[src/rtl/lbf_pkg.sv]
package lbf_pkg;

  // Bank geometry.
  localparam int NUM_BANKS   = 16;
  localparam int LANES       = 8;
  localparam int NUM_LIGHTS  = NUM_BANKS * LANES;
  localparam int BANK_W      = $clog2(NUM_BANKS);
  localparam int LANE_W      = $clog2(LANES);
  localparam int MODE_W      = 2;
  localparam int ROW_W       = LANES * MODE_W;
  localparam int PAT_W       = 8;

  // Payload field widths.
  localparam int LIGHT_W     = 7;
  localparam int BANK_NUM_W  = 4;

  // Configuration register widths and reset values.
  localparam int PERIOD_W    = 16;
  localparam int ADDR_W      = 3;
  localparam int DATA_W      = 32;
  localparam logic [PERIOD_W-1:0] PERIOD_RESET = 16'd250;

  // Register indexes (byte address is four times the index).
  localparam logic REG_FLASH_PERIOD = 1'b0;
  localparam logic REG_UPPER_MASK   = 1'b1;

  // Output mask when the upper bank bits are suppressed.
  localparam logic [PAT_W-1:0] UPPER_MASK = 8'b0011_1111;

  // Flash step.
  localparam int PHASE_COUNT = 4;
  localparam int PHASE_W     = $clog2(PHASE_COUNT);

  // Command queue between the front and back parts.
  localparam int QUEUE_DEPTH = 2;
  localparam int QPTR_W      = $clog2(QUEUE_DEPTH);
  localparam int QCNT_W      = QPTR_W + 1;

  // Request kinds.
  localparam logic KIND_SET  = 1'b0;
  localparam logic KIND_TICK = 1'b1;

  // Light modes.
  localparam logic [MODE_W-1:0] MODE_OFF  = 2'd0;
  localparam logic [MODE_W-1:0] MODE_ON   = 2'd1;
  localparam logic [MODE_W-1:0] MODE_SLOW = 2'd2;
  localparam logic [MODE_W-1:0] MODE_FAST = 2'd3;

  // Classified command handed from the front part to the back part.
  typedef struct packed {
    logic               refresh;  // rebuild all banks, then drive them
    logic               store;    // set request whose light exists
    logic [LIGHT_W-1:0] light;
    logic [MODE_W-1:0]  mode;
  } cmd_t;

  // Whether a light in the given mode is lit in the given flash phase.
  function automatic logic lbf_lit(input logic [MODE_W-1:0] m,
                                   input logic [PHASE_W-1:0] phase);
    logic res;
    case (m)
      MODE_ON:   res = 1'b1;
      MODE_SLOW: res = (phase < PHASE_W'(2));
      MODE_FAST: res = ~phase[0];
      default:   res = 1'b0;
    endcase
    return res;
  endfunction

endpackage

[src/rtl/lbf_front.sv]
module lbf_front (
  input  logic                         clk,
  input  logic                         rst_n,
  input  logic                         in_valid,
  output logic                         in_stall,
  input  logic                         in_kind,
  input  logic [lbf_pkg::LIGHT_W-1:0]  in_light_index,
  input  logic [lbf_pkg::MODE_W-1:0]   in_mode,
  input  logic [lbf_pkg::PERIOD_W-1:0] period,
  output logic                         cmd_valid,
  output lbf_pkg::cmd_t                cmd,
  input  logic                         cmd_pop
);
  import lbf_pkg::*;

  logic [PERIOD_W-1:0] ms_count_r, ms_count_nxt;
  logic [PERIOD_W-1:0] tick_sum;
  logic                accept, reach, push;
  cmd_t                entry;

  cmd_t              q_mem_r [QUEUE_DEPTH];
  logic [QPTR_W-1:0] wr_ptr_r, rd_ptr_r;
  logic [QCNT_W-1:0] q_cnt_r;

  // Accept a request whenever the queue has room.
  assign in_stall = (q_cnt_r == QCNT_W'(QUEUE_DEPTH));
  assign accept   = in_valid & ~in_stall;

  // Millisecond counting: a tick that reaches the period becomes a refresh.
  assign tick_sum = ms_count_r + PERIOD_W'(1);
  assign reach    = (tick_sum >= period);

  always_comb begin
    ms_count_nxt = ms_count_r;
    if (accept && in_kind == KIND_TICK) begin
      ms_count_nxt = reach ? '0 : tick_sum;
    end
  end

  always_ff @(posedge clk) begin
    if (!rst_n) begin
      ms_count_r <= '0;
    end else begin
      ms_count_r <= ms_count_nxt;
    end
  end

  // Classify the request into a queue entry.
  always_comb begin
    entry.refresh = (in_kind == KIND_TICK);
    entry.store   = (in_kind == KIND_SET) &&
                    ({1'b0, in_light_index} < (LIGHT_W + 1)'(NUM_LIGHTS));
    entry.light   = in_light_index;
    entry.mode    = in_mode;
  end

  assign push = accept & ((in_kind == KIND_SET) | reach);

  // Queue storage.
  always_ff @(posedge clk) begin
    if (push) begin
      q_mem_r[wr_ptr_r] <= entry;
    end
  end

  // Queue pointers and fill count.
  always_ff @(posedge clk) begin
    if (!rst_n) begin
      wr_ptr_r <= '0;
      rd_ptr_r <= '0;
      q_cnt_r  <= '0;
    end else begin
      if (push) begin
        wr_ptr_r <= (wr_ptr_r == QPTR_W'(QUEUE_DEPTH - 1)) ? '0 : wr_ptr_r + 1'b1;
      end
      if (cmd_pop) begin
        rd_ptr_r <= (rd_ptr_r == QPTR_W'(QUEUE_DEPTH - 1)) ? '0 : rd_ptr_r + 1'b1;
      end
      if (push && !cmd_pop) begin
        q_cnt_r <= q_cnt_r + 1'b1;
      end else if (!push && cmd_pop) begin
        q_cnt_r <= q_cnt_r - 1'b1;
      end
    end
  end

  assign cmd_valid = (q_cnt_r != '0);
  assign cmd       = q_mem_r[rd_ptr_r];

endmodule

[src/rtl/lbf_back.sv]
module lbf_back (
  input  logic                           clk,
  input  logic                           rst_n,
  input  logic                           cmd_valid,
  input  lbf_pkg::cmd_t                  cmd,
  output logic                           cmd_pop,
  input  logic                           upper_masked,
  output logic                           out_valid,
  input  logic                           out_stall,
  output logic [lbf_pkg::BANK_NUM_W-1:0] out_bank_number,
  output logic [lbf_pkg::PAT_W-1:0]      out_drive_pattern,
  output logic                           out_last
);
  import lbf_pkg::*;

  localparam logic [1:0] ST_IDLE    = 2'd0;
  localparam logic [1:0] ST_REBUILD = 2'd1;
  localparam logic [1:0] ST_DRIVE   = 2'd2;

  logic [1:0]         state_r;
  logic [BANK_W:0]    cnt_r;
  logic [PHASE_W-1:0] phase_r;
  logic [PAT_W-1:0]   bank_r [NUM_BANKS];

  // Mode memory: one row of eight 2-bit modes per bank, with a valid bit per row.
  logic [ROW_W-1:0]     mode_mem [NUM_BANKS];
  logic [NUM_BANKS-1:0] row_vld_r;
  logic [ROW_W-1:0]     rd_row_r;
  logic                 rd_vld_r;

  logic [BANK_W-1:0]  set_row;
  logic [LANE_W-1:0]  set_lane;
  logic               set_go;
  logic [BANK_W-1:0]  cnt_idx, prev_idx;
  logic               rd_go, out_load;
  logic [PAT_W-1:0]   rebuilt, out_mask;

  logic                  out_valid_r;
  logic [BANK_NUM_W-1:0] out_bank_number_r;
  logic [PAT_W-1:0]      out_drive_pattern_r;
  logic                  out_last_r;

  assign cmd_pop  = (state_r == ST_IDLE) & cmd_valid;
  assign set_go   = cmd_pop & ~cmd.refresh & cmd.store;
  assign set_row  = BANK_W'(cmd.light >> LANE_W);
  assign set_lane = cmd.light[LANE_W-1:0];
  assign cnt_idx  = cnt_r[BANK_W-1:0];
  assign prev_idx = BANK_W'(cnt_r - 1'b1);
  assign rd_go    = (state_r == ST_REBUILD) && (cnt_r < (BANK_W + 1)'(NUM_BANKS));
  assign out_load = (state_r == ST_DRIVE) && (!out_valid_r || !out_stall);
  assign out_mask = upper_masked ? UPPER_MASK : '1;

  // A set writes its lane; a row never written before gets its other lanes cleared.
  always_ff @(posedge clk) begin
    if (set_go) begin
      for (int k = 0; k < LANES; k++) begin
        if (LANE_W'(k) == set_lane) begin
          mode_mem[set_row][k*MODE_W +: MODE_W] <= cmd.mode;
        end else if (!row_vld_r[set_row]) begin
          mode_mem[set_row][k*MODE_W +: MODE_W] <= MODE_OFF;
        end
      end
    end
    if (rd_go) begin
      rd_row_r <= mode_mem[cnt_idx];
      rd_vld_r <= row_vld_r[cnt_idx];
    end
  end

  // Bank pattern rebuilt from the row read in the previous cycle.
  always_comb begin
    for (int k = 0; k < LANES; k++) begin
      rebuilt[k] = rd_vld_r & lbf_lit(rd_row_r[k*MODE_W +: MODE_W], phase_r);
    end
  end

  // Sequencer: apply a set or rebuild all banks, then drive every bank in order.
  always_ff @(posedge clk) begin
    if (!rst_n) begin
      state_r   <= ST_IDLE;
      cnt_r     <= '0;
      phase_r   <= '0;
      row_vld_r <= '0;
      for (int b = 0; b < NUM_BANKS; b++) begin
        bank_r[b] <= '0;
      end
    end else begin
      case (state_r)
        ST_IDLE: begin
          if (cmd_pop) begin
            cnt_r <= '0;
            if (cmd.refresh) begin
              state_r <= ST_REBUILD;
            end else begin
              state_r <= ST_DRIVE;
              if (cmd.store) begin
                row_vld_r[set_row]         <= 1'b1;
                bank_r[set_row][set_lane] <= (cmd.mode != MODE_OFF);
              end
            end
          end
        end
        ST_REBUILD: begin
          if (cnt_r != '0) begin
            bank_r[prev_idx] <= rebuilt;
          end
          if (cnt_r == (BANK_W + 1)'(NUM_BANKS)) begin
            state_r <= ST_DRIVE;
            cnt_r   <= '0;
            phase_r <= phase_r + 1'b1;
          end else begin
            cnt_r <= cnt_r + 1'b1;
          end
        end
        ST_DRIVE: begin
          if (out_load) begin
            cnt_r <= cnt_r + 1'b1;
            if (cnt_idx == BANK_W'(NUM_BANKS - 1)) begin
              state_r <= ST_IDLE;
            end
          end
        end
        default: begin
          state_r <= ST_IDLE;
        end
      endcase
    end
  end

  // Output register valid.
  always_ff @(posedge clk) begin
    if (!rst_n) begin
      out_valid_r <= 1'b0;
    end else if (out_load) begin
      out_valid_r <= 1'b1;
    end else if (!out_stall) begin
      out_valid_r <= 1'b0;
    end
  end

  // Output register payload: inverted and optionally masked bank bits.
  always_ff @(posedge clk) begin
    if (out_load) begin
      out_bank_number_r   <= BANK_NUM_W'(cnt_idx);
      out_drive_pattern_r <= ~(bank_r[cnt_idx] & out_mask);
      out_last_r          <= (cnt_idx == BANK_W'(NUM_BANKS - 1));
    end
  end

  assign out_valid         = out_valid_r;
  assign out_bank_number   = out_bank_number_r;
  assign out_drive_pattern = out_drive_pattern_r;
  assign out_last          = out_last_r;

endmodule

[src/rtl/led_bank_flash_controller_core.sv]
// LED bank flash controller. Holds a mode (off, on, slow flash, fast flash) for each of
// 128 lights and an 8-bit pattern for each of 16 banks. A set request stores one light's
// mode, updates its bank bit and then drives all 16 banks; a tick request counts one
// millisecond, and when the count reaches flash_period_ms every bank is rebuilt from the
// modes and the 4-phase flash step before all banks are driven. Each drive run produces
// 16 output words, bank 0 first, with inverted bits (0 lights an LED) and last set on bank
// 15. Flow: a tick below the period is absorbed by the front and produces nothing. A set
// request is applied when the back takes the command, then the 16 output words follow. A
// refresh takes the command, reads the 16 mode-memory rows one per cycle and writes the
// last bank, then drives the 16 output words. A two-entry request queue lets requests be
// taken while a drive run is still in progress. Registers sit at byte addresses 0
// (flash_period_ms) and 4 (upper_bits_masked); pready is always high.
module led_bank_flash_controller_core (
  input  logic                           clk,
  input  logic                           rst_n,
  input  logic                           in_valid,
  output logic                           in_stall,
  input  logic                           in_kind,
  input  logic [lbf_pkg::LIGHT_W-1:0]    in_light_index,
  input  logic [lbf_pkg::MODE_W-1:0]     in_mode,
  output logic                           out_valid,
  input  logic                           out_stall,
  output logic [lbf_pkg::BANK_NUM_W-1:0] out_bank_number,
  output logic [lbf_pkg::PAT_W-1:0]      out_drive_pattern,
  output logic                           out_last,
  input  logic                           psel,
  input  logic                           penable,
  input  logic                           pwrite,
  input  logic [lbf_pkg::ADDR_W-1:0]     paddr,
  input  logic [lbf_pkg::DATA_W-1:0]     pwdata,
  output logic [lbf_pkg::DATA_W-1:0]     prdata,
  output logic                           pready
);
  import lbf_pkg::*;

  logic [PERIOD_W-1:0] period_r;
  logic                upper_masked_r;
  logic                cfg_wr;
  logic                reg_idx;
  logic                cmd_valid, cmd_pop;
  cmd_t                cmd;

  // Configuration registers.
  assign pready  = 1'b1;
  assign cfg_wr  = psel & penable & pwrite & pready;
  assign reg_idx = paddr[2];

  always_ff @(posedge clk) begin
    if (!rst_n) begin
      period_r       <= PERIOD_RESET;
      upper_masked_r <= 1'b0;
    end else if (cfg_wr) begin
      case (reg_idx)
        REG_FLASH_PERIOD: period_r       <= pwdata[PERIOD_W-1:0];
        REG_UPPER_MASK:   upper_masked_r <= pwdata[0];
        default:          period_r       <= period_r;
      endcase
    end
  end

  // Register read back.
  always_comb begin
    case (reg_idx)
      REG_FLASH_PERIOD: prdata = DATA_W'(period_r);
      REG_UPPER_MASK:   prdata = DATA_W'(upper_masked_r);
      default:          prdata = '0;
    endcase
  end

  // Front: accepts requests, counts ticks, queues set and refresh commands.
  lbf_front u_front (
    .clk            (clk),
    .rst_n          (rst_n),
    .in_valid       (in_valid),
    .in_stall       (in_stall),
    .in_kind        (in_kind),
    .in_light_index (in_light_index),
    .in_mode        (in_mode),
    .period         (period_r),
    .cmd_valid      (cmd_valid),
    .cmd            (cmd),
    .cmd_pop        (cmd_pop)
  );

  // Back: applies commands, rebuilds banks and drives the output words.
  lbf_back u_back (
    .clk               (clk),
    .rst_n             (rst_n),
    .cmd_valid         (cmd_valid),
    .cmd               (cmd),
    .cmd_pop           (cmd_pop),
    .upper_masked      (upper_masked_r),
    .out_valid         (out_valid),
    .out_stall         (out_stall),
    .out_bank_number   (out_bank_number),
    .out_drive_pattern (out_drive_pattern),
    .out_last          (out_last)
  );

endmodule

[config.mk]
export PLATFORM = sky130hd
export DESIGN_NAME = led_bank_flash_controller_core
export DESIGN_NICKNAME = d
export VERILOG_FILES = /design/src/rtl/lbf_pkg.sv /design/src/rtl/lbf_front.sv /design/src/rtl/lbf_back.sv /design/src/rtl/led_bank_flash_controller_core.sv
export SDC_FILE = /design/constraint.sdc
export NUM_CORES = 1
export LEC_CHECK = 0
export BUFFER_PORTS_ARGS = -buffer_cell sky130_fd_sc_hd__buf_2
export CAP_MARGIN = 20
export CORE_MARGIN = 3
export CORE_UTILIZATION = 25
export DETAILED_ROUTE_END_ITERATION = 8
export GPL_TIMING_DRIVEN = 1
export SKIP_LAST_GASP = 1
export SLEW_MARGIN = 20
export SYNTH_ARGS = -nofsm -noshare
export SYNTH_HDL_FRONTEND = slang
export SYNTH_SLANG_ARGS = --single-unit
[constraint.sdc]
create_clock -name clk -period 6.1 [get_ports clk]
set_clock_uncertainty 0.1 [all_clocks]
set_input_delay 1.22 -clock clk [delete_from_list [all_inputs] [get_ports clk]]
set_output_delay 1.22 -clock clk [all_outputs]
set_load 0.03 [all_outputs]
# Word-level counts from Yosys, hierarchy flattened
# Memory sizes are Yosys's and may differ from the RTL's. A register that Yosys moved wholly into a read port is not among the register bits.
# Cells that the tools add are included.
[totals] reg_bits=77 mem_bits_rw=406 input_bits=52 out_inout_bits=48 elab_cells=249 memories=3
[mem_list] memory="u_back.mode_mem" depth=16 width=16 read_ports=1 rd_clocked_by_memory_dff=1 wr=1 line="lbf_back.sv:26" rtl="logic [ROW_W-1:0] mode_mem [NUM_BANKS];"
[mem_list] memory="u_back.bank_r" depth=16 width=8 read_ports=1 rd_clocked_by_memory_dff=1 wr=16 line="lbf_back.sv:23" rtl="logic [PAT_W-1:0] bank_r [NUM_BANKS];"
[mem_list] memory="u_front.q_mem_r" depth=2 width=11 read_ports=1 rd_clocked_by_memory_dff=1 wr=1 line="lbf_front.sv:21" rtl="cmd_t q_mem_r [QUEUE_DEPTH];"
[op_classes] n_addsub=8 n_lt_le_gt_ge=8 n_eq_ne=41 muxes=115 n_bitwise=32 n_reduce_logical=27
[op_table] operator="two-way mux 1 bit" count=71
[op_table] operator="one-hot mux 32 bit (2 select lines)" count=1
[op_table] operator="two-way mux 8 bit" count=6
[op_table] operator="== test 2 bit (second input constant)" count=18
[op_table] operator="two-way mux 2 bit" count=15
[op_table] operator="one-hot mux 1 bit (3 select lines)" count=8
[op_table] operator="== test 2 x 1 -> 1 bit (second input constant)" count=9
[op_table] operator="adder 16 x 1 -> 16 bit (second input constant)" count=1
[op_table] operator=">= comparator 16 bit" count=1
[op_table] operator="two-way mux 16 bit" count=1
[op_table] operator="two-way mux 4 bit" count=4
[op_table] operator="bitwise OR 16 bit" count=1
[op_table] operator="OR reduction 8 bit" count=2
[op_table] operator="bitwise AND 1 bit" count=15
[op_table] operator="two-way mux 5 bit" count=3
[op_table] operator="one-hot mux 5 bit (3 select lines)" count=1
[op_table] operator="== test 3 bit (first input constant)" count=4
[op_table] operator="less-than comparator 4 x 5 -> 1 bit (second input constant)" count=2
[op_table] operator="bitwise OR 1 bit" count=9
[op_table] operator="bitwise AND 8 bit" count=1
[op_table] operator="binary-select mux 1 bit (select 4 bit)" count=2
[op_table] operator="NOT 8 bit" count=1
[op_table] operator="AND reduction 4 bit" count=2
[op_table] operator="logical AND 1 bit" count=7
[op_table] operator="other kinds (29)" count=46

# Longest topological paths before layout
[logic_depth] depth_word=9 mapped_depth=14 depth_no_buf=13

# Cells and area by module
# From an unflattened synthesis, not the netlist that was laid out.
[unflattened] hier_cells=1715 area_unflattened_um2=24651.1
[modules_own_cells] module="lbf_back" instances=1 cells_each=1371 area_each_um2=21271.7 seq_area_each_um2=13032.5
[modules_own_cells] module="lbf_front" instances=1 cells_each=234 area_each_um2=2399.8 seq_area_each_um2=1081.0
[modules_own_cells] module="led_bank_flash_controller_core" instances=1 cells_each=110 area_each_um2=979.7 seq_area_each_um2=340.3

# Worst setup path before layout
# Ideal clock, no wire load.
[synth_path] path_kind="register to register" startpoint="reg u_front.ms_count_r[8]" endpoint="mem u_front.q_mem_r[0][0] (netlist bit) (enable)" setup_time_ns=0.380 t_arrival_ns=3.184 required_time_ns=5.620 setup_slack_ns=2.436 stages_incl_launch_ff=12 n_path_buf=1 cell_sequence="dfxtp_1 > clkbuf_1 > nand4_1 > or2_2 > nor3_1 > xor2_1 > ha_1 > nand2_1 > nor4_1 > o311ai_0 > a31oi_1 > nor2b_1"
[synth_via] elab_chain_len=6
[synth_rtl] element="from (decl)" line="lbf_front.sv:16" rtl="logic [PERIOD_W-1:0] ms_count_r, ms_count_nxt;"
[synth_rtl] element="from (signal assigned)" line="lbf_front.sv:44" rtl="ms_count_r <= ms_count_nxt;"
[synth_rtl] element="adder 16 x 1 -> 16 bit" line="lbf_front.sv:30" rtl="assign tick_sum = ms_count_r + PERIOD_W'(1);"
[synth_rtl] element=">= comparator 16 bit" line="lbf_front.sv:31" rtl="assign reach = (tick_sum >= period);"
[synth_rtl] element="bitwise OR 1 bit" line="lbf_front.sv:57" rtl="assign push = accept & ((in_kind == KIND_SET) | reach);"
[synth_rtl] element="bitwise AND 1 bit" line="lbf_front.sv:57"
[synth_rtl] element="two-way mux 1 bit" line="lbf_front.sv:61" rtl="if (push) begin"
[synth_rtl] element="two-way mux 1 bit (not written as such)" line="lbf_front.sv:62" rtl="q_mem_r[wr_ptr_r] <= entry;"
[synth_rtl] element="to (decl)" line="lbf_front.sv:21"
# No other way between the ends.

# Final worst setup path
[layout_path] startpoint="reg u_front.ms_count_r[0]" endpoint="mem u_front.q_mem_r[1][3] (netlist bit) (enable)"
# Same word-level chain as after synthesis.

==> reports/qor.txt <==
CP max FO -> 12
P_leak -> 8.547 nW
H-tree levels -> 2
GRT Total Usage -> 11.32%
final setup TNS -> 0 ps
Clock Path Buffers -> 3
worst path cell trace -> ha_1, nand4_1, nor3_1, xor2_1, ha_1, nand2_1, nor4_1, o311ai_1, buf_4, a31oi_1, and2_1
Mapped Area -> 22900 um^2
pin count of the biggest net entering global routing -> 136
total die area -> 95260 um^2
standard-cell rows -> 110
vias -> 14180
area grow syn2layout -> 13.71%
dpl ws -> 1711 ps
Final Instance Count excl. Fillers -> 2924
Hold Slack -> 355.3 ps
DRC viols -> 0
synth unique cells -> 67
Clock Latency Late Sink -> 590 ps
Worst-path clk slew -> 60 ps
fin crit share -> 72.57%
total CTS buffers -> 52
io pins -> 100
WL final -> 54690 um
startpoint types -> flop
antenna cells -> 0
CP dominant cell by count -> ha_1
CTS tree -> done
Slew Viols, Final -> 0
hpwl dp -> 34270 um
#FFs+latches synth -> 504
vias in the first global route -> 14320
sequential element share of the synthesized area -> 63.13%
Root Driver -> clkbuf_16
PwrDens -> 329.8 nW/um^2
Setup Viol. Count Final -> 0
maxcap violations -> 0
synthesized instance count -> 1685
Iter 0 DRT Violations -> 1375
Fill cells -> 8949
placed instance count -> 2830
Final Net Count -> 1785
routability congestion estimate -> 0.8099
WP data required -> 6220 ps
CP delay by family, top -> simple AND/OR/NAND/NOR gates
RSZ-0062 raised after global routing -> false
Die W -> 308.6 um
final worst slack -> 1673 ps
CP max stage cell -> and2_1
status -> completed
Max Fclk -> 225.9 MHz
GRT Residual Overflow -> 0
CTS sink cnt -> 504
first-pass GRT wire length -> 83300 um
Post-synth EDFFs -> 436
# resized after CTS -> 0
fin crit period -> 4427 ps
die height -> 308.6 um
Core ar. -> 90420 um^2
Crit path largest cell delay -> 610 ps
# hold bufs at CTS -> 0
Worst Setup End Kind -> flop
Buf/Inv on CP -> 1
number of I/O port buffers -> 64
VDD IR max -> 0.0002386 V
Vias per Instance -> 4.848
Top FF cell, synth -> edfxtp_1
Hold Fails Final Rpt -> 0
share of synthesized registers carrying an async set or reset -> 0%
Mean Syn Cell Area -> 13.59 um^2
Antenna Nets Post-Route -> 0
wire per inst -> 18.70 um
kind of critical path -> reg2reg
Post-CTS Setup Repair Bufs -> 0
HP Class -> reg2reg
Crit path arrival time -> 4540 ps
Slew @ Worst Pin -> 1077 ps
Starting Density -> 25.32%
share of layout cells above drive strength 1 -> 19.57%
Syn. warnings -> 0
normalized max-slew margin -> 28.20%
first-pass iteration count of the detailed router -> 5
initial antenna violation count -> 0
## kinds of logic (layout without fill, tap and decap cells)
group	count (synthesis)	count (layout)	share of synthesized area, %
other	2	17	0.03280
DFF	504	504	63.13
adders and majority gates	25	25	1.366
AOI/OAI and AO/OA	309	309	8.558
buffers and inverters	181	229	3.705
and+or+nand+nor	501	501	9.306
xor gates and xnor gates	18	18	0.6885
muxes	145	145	13.22
## worst paths after layout
path | end | depth (start not counted) | from | slack (ps)
worst max-delay path | u_front.q_mem_r[1][3] | 11 | u_front.ms_count_r[0] | 1670
worst min-delay path | period_r[14] | 2 | period_r[14] | 360
worst max register to register | u_front.q_mem_r[1][3] | 11 | u_front.ms_count_r[0] | 1670
worst min register to register | period_r[14] | 2 | period_r[14] | 360
## flip-flops by register name, indices dropped and copies added (netlist names), 4 cells and up, named ones only
name and flops:
u_back.out_bank_number 4, period_r 16, u_front.q_mem_r 22, u_back.row_vld_r 16
u_back.out_drive_pattern 8, u_back.rd_row_r 16, u_back.cnt_r 5, u_back.mode_mem 256
u_front.ms_count_r 16, u_back.bank_r 128
## where the power goes
group | total, W | switching (W) | internal (W)
clock network | 0.00316 | 0.00131 | 0.00186
registers | 0.00419 | 0.000103 | 0.00409
logic | 0.00123 | 0.000853 | 0.000380
total | 0.00859 | 0.00226 | 0.00633
## worst register-to-register path, cell delays in order (launching register included)
cell      delay (ps)
dfxtp_1          410
ha_1             300
nand4_1          370
nor3_1           330
xor2_1           130
ha_1             290
nand2_1           70
nor4_1           590
o311ai_1         200
buf_4            230
a31oi_1          410
and2_1           610
## routing by layer
metal	share of wire [%]	GRT usage, %	wire (um)	vias up
met5	0	0	0	-
met1	39	13.79	21510	7176
met4	3.3	4.098	1826	0
li1	-	-	-	6378
met2	51	20.26	28010	512
met3	6.1	1.753	3342	111
## area by class of cell
type,count,area [um^2],share of cell area [%]
Sequential cell,504,14460,55.55
Multi-Input combinational cell,1015,7726,29.68
Tap cell,1176,1471,5.652
Clock buffer,61,1335,5.128
Timing Repair Buffer,89,518.0,1.990
Clock inverter,33,350.3,1.346
Inverter,46,172.7,0.6632
## synthesized netlist by cell type, drive strengths merged, types with 12 or more instances
library cell,count,share of area (%)
a21oi,66,1.5
buf,76,2.0
clkbuf,59,0.97
dfxtp,68,5.9
edfxtp,436,57
ha,25,1.4
inv,45,0.74
mux4,125,12
nand2,92,1.5
nand3,14,0.31
nand4,14,0.38
nor2,321,5.3
nor3,12,0.26
o211ai,13,0.43
o21ai,143,3.1
## stage by stage
step | cell area [um^2] | util (%) | power, W
2_1_floorplan | 22950 | - | 0.005105
3_3_place_gp | 24270 | 26.84 | 0.005441
3_5_place_dp | 24280 | 26.85 | 0.005494
4_1_cts | 25970 | 28.72 | 0.008649
5_1_grt | 26040 | 28.79 | 0.008931
6_report | 26040 | 28.79 | 0.008587
## placed cells by master, fill, tap and decap left out, types with 5 or more instances in the layout
cell	instances
edfxtp_1	436
nor2_1	321
o21ai_0	141
mux4_2	125
nand2_1	92
dfxtp_1	64
buf_2	63
clkbuf_16	52
a21oi_1	48
inv_1	45
ha_1	25
buf_4	24
a21oi_2	17
conb_1	17
nand4_1	14
nand3_1	14
clkinv_1	13
o211ai_1	13
nor3_1	12
mux2i_1	11
xor2_1	10
mux2_2	9
a22o_1	9
clkbuf_1	9
xnor2_1	8
o21a_1	8
a41oi_1	8
a311oi_1	8
o21bai_2	8
o31a_1	7
clkinv_2	7
bufinv_16	7
nand2b_1	6
and2_1	5
a21boi_0	5
nand4b_1	5
Note: power is estimated with default switching activity, not from simulation.
